==> src/rtl/sss_pkg.sv <==
package sss_pkg;

    localparam int DEFAULT_DIGITS = 6;

    localparam int TICKS_W   = 10;
    localparam int POINT_W   = 3;
    localparam int CFG_W     = 10;
    localparam int SEG_W     = 8;
    localparam int SEL_W     = 6;
    localparam int ELAPSED_W = 20;
    localparam int BCD_W     = 4;
    localparam int POS_W     = 3;

    localparam logic [TICKS_W-1:0] TICKS_RESET = 10'd10;
    localparam logic [POINT_W-1:0] POINT_RESET = 3'd2;
    localparam logic [BCD_W-1:0]   DIGIT_MAX   = 4'd9;

    typedef enum logic [1:0] {
        KEY_NONE  = 2'd0,
        KEY_START = 2'd1,
        KEY_STOP  = 2'd2,
        KEY_RESET = 2'd3
    } key_t;

    typedef enum logic {
        REG_TICKS_PER_COUNT = 1'b0,
        REG_POINT_DIGIT     = 1'b1
    } cfg_reg_t;

    function automatic logic [SEG_W-1:0] seg_font(input logic [BCD_W-1:0] d);
        logic [SEG_W-1:0] f;
        case (d)
            4'd0:    f = 8'h3F;
            4'd1:    f = 8'h06;
            4'd2:    f = 8'h5B;
            4'd3:    f = 8'h4F;
            4'd4:    f = 8'h66;
            4'd5:    f = 8'h6D;
            4'd6:    f = 8'h7D;
            4'd7:    f = 8'h07;
            4'd8:    f = 8'h7F;
            4'd9:    f = 8'h67;
            default: f = 8'h3F;
        endcase
        return f;
    endfunction

endpackage

==> src/rtl/stopwatch_segment_scan_unit.sv <==
// Channel  Direction  Handshake             Payload
// input    in         in_valid / in_stall   ms_tick, key
// output   out        out_valid / out_stall segments, digit_select, elapsed, running
// config   in         cfg_write             cfg_index, cfg_data
//
// Key handling, prescaler, decimal carry chain and font lookup sit between the state
// registers and the output register.
// A new input transaction is taken every cycle unless a result waits under out_stall.
// After rst_n the stopwatch is stopped at zero, scan at position zero, registers at
// their defaults; no clearing pass is needed.
// The input stalls only while the output register holds a result that is stalled.
module stopwatch_segment_scan_unit
#(
    parameter int DIGITS = sss_pkg::DEFAULT_DIGITS
)
(
    input  logic                          clk,
    input  logic                          rst_n,
    input  logic                          in_valid,
    output logic                          in_stall,
    input  logic                          ms_tick,
    input  logic [1:0]                    key,
    output logic                          out_valid,
    input  logic                          out_stall,
    output logic [sss_pkg::SEG_W-1:0]     segments,
    output logic [sss_pkg::SEL_W-1:0]     digit_select,
    output logic [sss_pkg::ELAPSED_W-1:0] elapsed,
    output logic                          running,
    input  logic                          cfg_write,
    input  logic                          cfg_index,
    input  logic [sss_pkg::CFG_W-1:0]     cfg_data
);
    import sss_pkg::*;

    localparam int unsigned COUNT_MOD = 10 ** DIGITS;
    localparam int CNT_W = $clog2(COUNT_MOD);

    logic [TICKS_W-1:0] ticks_reg;
    logic [POINT_W-1:0] point_reg;
    logic [BCD_W-1:0]   digit_reg [DIGITS];
    logic [BCD_W-1:0]   digit_next [DIGITS];
    logic [CNT_W-1:0]   bin_reg;
    logic [CNT_W-1:0]   bin_next;
    logic [TICKS_W-1:0] sub_reg;
    logic [TICKS_W-1:0] sub_next;
    logic               run_reg;
    logic               run_next;
    logic [POS_W-1:0]   pos_reg;
    logic [POS_W-1:0]   pos_next;
    logic               out_valid_reg;
    logic [SEG_W-1:0]   segments_reg;
    logic [SEG_W-1:0]   segments_next;
    logic [SEL_W-1:0]   select_reg;
    logic [SEL_W-1:0]   select_next;
    logic [ELAPSED_W-1:0] elapsed_reg;
    logic               running_reg;

    logic               accept;
    logic               clr;
    logic [TICKS_W-1:0] sub_key;
    logic [TICKS_W-1:0] limit;
    logic               step;
    logic               carry;
    logic [BCD_W-1:0]   base;
    logic [CNT_W-1:0]   bin_base;
    logic [POS_W:0]     pos_sum;
    logic [BCD_W-1:0]   shown;
    logic [31:0]        bin_wide;

    assign in_stall = out_valid_reg && out_stall;
    assign accept   = in_valid && !in_stall;

    always_comb
    begin
        run_next = run_reg;
        sub_key  = sub_reg;
        clr      = 1'b0;
        case (key_t'(key))
            KEY_START:
            begin
                run_next = 1'b1;
            end
            KEY_STOP:
            begin
                if (run_reg)
                begin
                    run_next = 1'b0;
                    sub_key  = '0;
                end
            end
            KEY_RESET:
            begin
                clr      = 1'b1;
                sub_key  = '0;
                run_next = 1'b1;
            end
            default:
            begin
            end
        endcase

        limit = (ticks_reg == '0) ? TICKS_W'(1) : ticks_reg;
        step  = ms_tick && run_next
                && (({1'b0, sub_key} + (TICKS_W+1)'(1)) >= {1'b0, limit});
        if (ms_tick && run_next)
        begin
            sub_next = step ? '0 : sub_key + TICKS_W'(1);
        end
        else
        begin
            sub_next = sub_key;
        end

        carry = step;
        for (int i = 0; i < DIGITS; i++)
        begin
            base = clr ? '0 : digit_reg[i];
            if (carry)
            begin
                digit_next[i] = (base == DIGIT_MAX) ? '0 : base + BCD_W'(1);
            end
            else
            begin
                digit_next[i] = base;
            end
            carry = carry && (base == DIGIT_MAX);
        end

        bin_base = clr ? '0 : bin_reg;
        if (step)
        begin
            bin_next = carry ? '0 : bin_base + CNT_W'(1);
        end
        else
        begin
            bin_next = bin_base;
        end

        pos_sum = {1'b0, pos_reg} + (POS_W+1)'(1);
        if (ms_tick)
        begin
            pos_next = (pos_sum >= (POS_W+1)'(DIGITS)) ? '0 : pos_sum[POS_W-1:0];
        end
        else
        begin
            pos_next = pos_reg;
        end

        shown = '0;
        for (int i = 0; i < DIGITS; i++)
        begin
            if (pos_next == POS_W'(i))
            begin
                shown = digit_next[i];
            end
        end
        segments_next = seg_font(shown);
        if ((pos_next == point_reg) && ({1'b0, point_reg} < (POINT_W+1)'(DIGITS)))
        begin
            segments_next[SEG_W-1] = 1'b1;
        end

        for (int i = 0; i < SEL_W; i++)
        begin
            select_next[i] = (pos_next != POS_W'(i));
        end

        bin_wide = 32'(bin_next);
    end

    always_ff @(posedge clk or negedge rst_n)
    begin
        if (!rst_n)
        begin
            ticks_reg <= TICKS_RESET;
            point_reg <= POINT_RESET;
        end
        else if (cfg_write)
        begin
            unique case (cfg_reg_t'(cfg_index))
                REG_TICKS_PER_COUNT: ticks_reg <= cfg_data[TICKS_W-1:0];
                REG_POINT_DIGIT:     point_reg <= cfg_data[POINT_W-1:0];
                default:             ;
            endcase
        end
    end

    always_ff @(posedge clk or negedge rst_n)
    begin
        if (!rst_n)
        begin
            for (int i = 0; i < DIGITS; i++)
            begin
                digit_reg[i] <= '0;
            end
            bin_reg       <= '0;
            sub_reg       <= '0;
            run_reg       <= 1'b0;
            pos_reg       <= '0;
            out_valid_reg <= 1'b0;
        end
        else
        begin
            if (accept)
            begin
                for (int i = 0; i < DIGITS; i++)
                begin
                    digit_reg[i] <= digit_next[i];
                end
                bin_reg       <= bin_next;
                sub_reg       <= sub_next;
                run_reg       <= run_next;
                pos_reg       <= pos_next;
                out_valid_reg <= 1'b1;
            end
            else if (!out_stall)
            begin
                out_valid_reg <= 1'b0;
            end
        end
    end

    always_ff @(posedge clk)
    begin
        if (accept)
        begin
            segments_reg <= segments_next;
            select_reg   <= select_next;
            elapsed_reg  <= bin_wide[ELAPSED_W-1:0];
            running_reg  <= run_next;
        end
    end

    assign out_valid    = out_valid_reg;
    assign segments     = segments_reg;
    assign digit_select = select_reg;
    assign elapsed      = elapsed_reg;
    assign running      = running_reg;

    assert property (@(posedge clk) disable iff (!rst_n)
        accept |=> (running == run_reg))
        else $error("Running flag in the result does not match the run state.");

    assert property (@(posedge clk) disable iff (!rst_n)
        !run_reg |-> (sub_reg == '0))
        else $error("Sub-count is not zero while stopped.");

    assert property (@(posedge clk) disable iff (!rst_n)
        32'(bin_reg) < COUNT_MOD)
        else $error("Binary count went past the largest decimal count.");

    assert property (@(posedge clk) disable iff (!rst_n)
        (out_valid && out_stall) |=> (out_valid && $stable(elapsed)))
        else $error("A stalled result was dropped or changed.");

    assert property (@(posedge clk) disable iff (!rst_n)
        ({1'b0, pos_reg} < (POS_W+1)'(DIGITS)))
        else $error("Scan position is outside the display.");

endmodule
==> config.mk <==
export PLATFORM = sky130hd
export DESIGN_NAME = stopwatch_segment_scan_unit
export DESIGN_NICKNAME = d
export VERILOG_FILES = /design/src/rtl/sss_pkg.sv /design/src/rtl/stopwatch_segment_scan_unit.sv
export SDC_FILE = /design/constraint.sdc
export NUM_CORES = 1
export LEC_CHECK = 0
export BUFFER_PORTS_ARGS = -buffer_cell sky130_fd_sc_hd__buf_2
export CORE_MARGIN = 1
export CORE_UTILIZATION = 66
export DETAILED_ROUTE_END_ITERATION = 7
export GPL_ROUTABILITY_DRIVEN = 0
export PLACE_DENSITY_LB_ADDON = 0.15
export REMOVE_ABC_BUFFERS = 1
export SETUP_SLACK_MARGIN = 0.05
export SYNTH_ARGS = -nofsm -noshare
export SYNTH_HDL_FRONTEND = slang
export SYNTH_SLANG_ARGS = --single-unit
==> constraint.sdc <==
create_clock -name clk -period 8.4 [get_ports clk]
set_clock_uncertainty 0.05 [all_clocks]
set_input_delay 1.68 -clock clk [delete_from_list [all_inputs] [get_ports clk]]
set_output_delay 1.68 -clock clk [all_outputs]
set_load 0.01 [all_outputs]
==> results.yml <==
pwr:
  p_seq_share_pct: 44.4
  p_sw_uw: 510
  leakage_uw: 0.00298
  comb_power_share_pct: 32.9
  p_per_area_nw_per_um2: 192
  swShare_pct: 36.2
  ir_drop_mv: 0.163
  internal_power_uw: 898
  clkPwrFrac_pct: 22.6
critical_path:
  worst_setup_path_start_kind: "input pin"
  slowest_stage: "a222oi_1"
  crit_type: "in -> reg"
  required_ps: 8470
  worst_path_largest_cell_delay_ps: 770
  path_buf_inv: 2
  path_delay_family: "compound AO/OA/AOI/OAI gates"
  path_common_cell: "ha_1"
  cp_data_arrival_time_ps: 6500
  end_kind: "flip-flop"
  crit_chain: "buf_2 > o21ai_2 > and2_1 > ha_1 > nand3_1 > or3_1 > a21oi_1 > ha_1 > nand2_1 > o21a_1 > o211ai_2 > a22oi_2 > a2111oi_0 > a2111oi_0 > a222oi_1 > inv_1 > ha_1 > nand3_1 > o211ai_1"
  critPathMaxFanout: 17
timing:
  finalHoldViolations: 0
  rsz0062_at_grt: "false"
  relSlewSlack_pct: 25.5
  tightestPinTransition_ps: 1110
  fin_crit_ps: 6420
  fmax_mhz: 156
  period_share_pct: 76.5
  finalSetupTns_ps: 0
  setup_ws_ps: 1980
  slew_viol_final: 0
  setup_violations: 0
finish:
  largest_reg_flops: 24
  drive_gt1_share_pct: 13.2
  multi_input_comb_area_um2: 3660
  nets: 829
  syn_to_final_growth_pct: 6.82
  final_cells: 930
  n_antenna_cell: 0
  fillers: 736
  final_util_pct: 73.9
  regArea_um2: 2860
run:
  cap_violations: 0
synthesis:
  synth-edff-count: 35
  yosys.area.top_type: "dfrtp_1"
  synthTopCellsByArea: "dfrtp_1, edfxtp_1, nand2_1"
  synthFlopType: "dfrtp_1"
  async_flop_share_pct: 67.3
  syn_avg_cell_area_um2: 8.96
  synth_top_cell_area_share_pct: 25.2
  synth_cell_types: 82
  synthTopCellsByCount: "nand2_1, dfrtp_1, nor2_1"
  ys_seq_elements: 107
  yosysWarningCount: 0
  synth.most_common_cell: "nand2_1"
  syn_inst: 765
  synth.cell_area_um2: 6860
  synth-seq-area-share_pct: 41.7
clock_network:
  cts_tree: "yes"
  cts_hold_buf: 0
  insertion_delay_ps: 400
  cts-root-buf: "clkbuf_8"
  cts_setup_buffers: 0
  h-tree-depth: 3
  cts.sinks: 107
  clockBufferDepth: 2
  clk_pin_slew_ps: 90
  cts_buffers: 9
  cts_resized: 0
route:
  firstDrtPassIters: 5
  post_drt_via_cell_ratio: 6.48
  drtIter0Drc: 449
  routed_wl_mm: 15.8
  ant_nets: 0
  drc: 0
  vias: 6029
  wire_per_inst_um: 17.0
die:
  rows: 36
  fp.dieW_um: 104
  dieHeight_um: 104
  start_util_pct: 69.2
  dieArea_um2: 10800
  io_pins: 56
  core_um2: 9910
worst_hold_path:
  worstHoldPathType: "reg -> reg"
placement:
  placedCellCount: 914
  port_buffers: 55
  place_hpwl_mm: 10.8
  post-place-ws_ps: 1630
global_route:
  grt_pass1_vias: 5611
  antenna_found_initial: 0
  grt.total_usage_pct: 30.5
  overflow: 0
  grt_max_degree: 73
  grt_pass1_wl_mm: 26.7
status:
  status: "completed"
through the flow:
step	hold slack [ps]	cell area (um^2)	power, uW
finish	444	7320	1410
global route	449	7320	1480
CTS	437	7320	1400
detailed placement	414	7140	1090
global placement	403	7140	1070
floorplan	388	6650	950
power by group through the flow:
stage	clock (uW)	sequential, uW	combinational [uW]
after global placement	0	633	438
after global routing	341	631	504
after floorplan	0	640	310
after detailed placement	0	636	454
final	319	625	463
after CTS	322	625	456
placed cells by master, fill, tap and decap left out, types with 4 or more instances in the layout:
| master | n |
|---|---|
| a211oi_1 | 4 |
| a21o_1 | 4 |
| a21oi_1 | 35 |
| a22o_1 | 13 |
| a22oi_1 | 4 |
| a31oi_1 | 7 |
| a32o_1 | 4 |
| and2_1 | 7 |
| and3_1 | 8 |
| buf_2 | 55 |
| buf_4 | 6 |
| clkbuf_8 | 9 |
| dfrtp_1 | 69 |
| edfxtp_1 | 35 |
| ha_1 | 18 |
| inv_1 | 35 |
| mux2_2 | 6 |
| mux2i_1 | 11 |
| nand2_1 | 106 |
| nand2b_1 | 6 |
| nand3_1 | 29 |
| nand4_1 | 10 |
| nor2_1 | 63 |
| nor2b_1 | 7 |
| nor3_1 | 9 |
| nor4_1 | 7 |
| o2111ai_1 | 4 |
| o21a_1 | 5 |
| o21ai_0 | 61 |
| o22ai_1 | 9 |
| o31ai_1 | 26 |
| o41ai_1 | 5 |
| or3_1 | 6 |
| or4_1 | 7 |
| xnor2_1 | 16 |
| xor2_1 | 18 |
worst reg2reg max path, cell delays in order (launching register included):
cell,delay (ps)
dfrtp_1,420
o21ai_2,280
and2_1,180
ha_1,190
nand3_1,170
or3_1,380
a21oi_1,210
ha_1,210
nand2_1,60
o21a_1,180
o211ai_2,440
a22oi_2,370
a2111oi_0,410
a2111oi_0,160
a222oi_1,770
inv_1,220
ha_1,280
nand3_1,70
o211ai_1,90
worst paths after layout:
check                           startpoint      endpoint  slack [ps]  depth (start not counted)
max in group asynchronous            rst_n  point_reg[2]        6230                          2
worst min-delay path            bin_reg[1]    bin_reg[1]         440                          2
worst max register to register     run_reg   segments[5]        3000                         18
worst max-delay path                key[0]   segments[5]        1980                         19
worst min register to register  bin_reg[1]    bin_reg[1]         440                          2
min in group asynchronous            rst_n    sub_reg[9]        1450                          2
cells by family (layout without fill, tap and decap cells):
family,after synthesis,in the layout,synth area share [%]
muxes,17,17,2.59
adders and majority gates,18,18,3.28
buffers and inverters,81,113,4.96
xor gates and xnor gates,34,34,4.34
DFF,107,107,41.7
AOI/OAI and AO/OA,219,219,22.1
and+or+nand+nor,289,289,21.0
area by class of cell:
class | instances | area share, %
clock inverter | 4 | 0.700
tap | 133 | 2.27
timing repair buffer | 61 | 4.37
sequential | 107 | 39.0
inverter | 36 | 1.84
multi-input combinational | 577 | 50.0
clock buffer | 12 | 1.84
metal layers:
layer	vias to the layer above	track usage (%)	wire length [um]
li1	2867	-	-
met1	2854	39.5	6780
met2	270	49.6	7420
met3	38	7.21	1160
met4	0	11.9	445
met5	-	0	0
No activity file was read; power rests on OpenSTA's default activity.
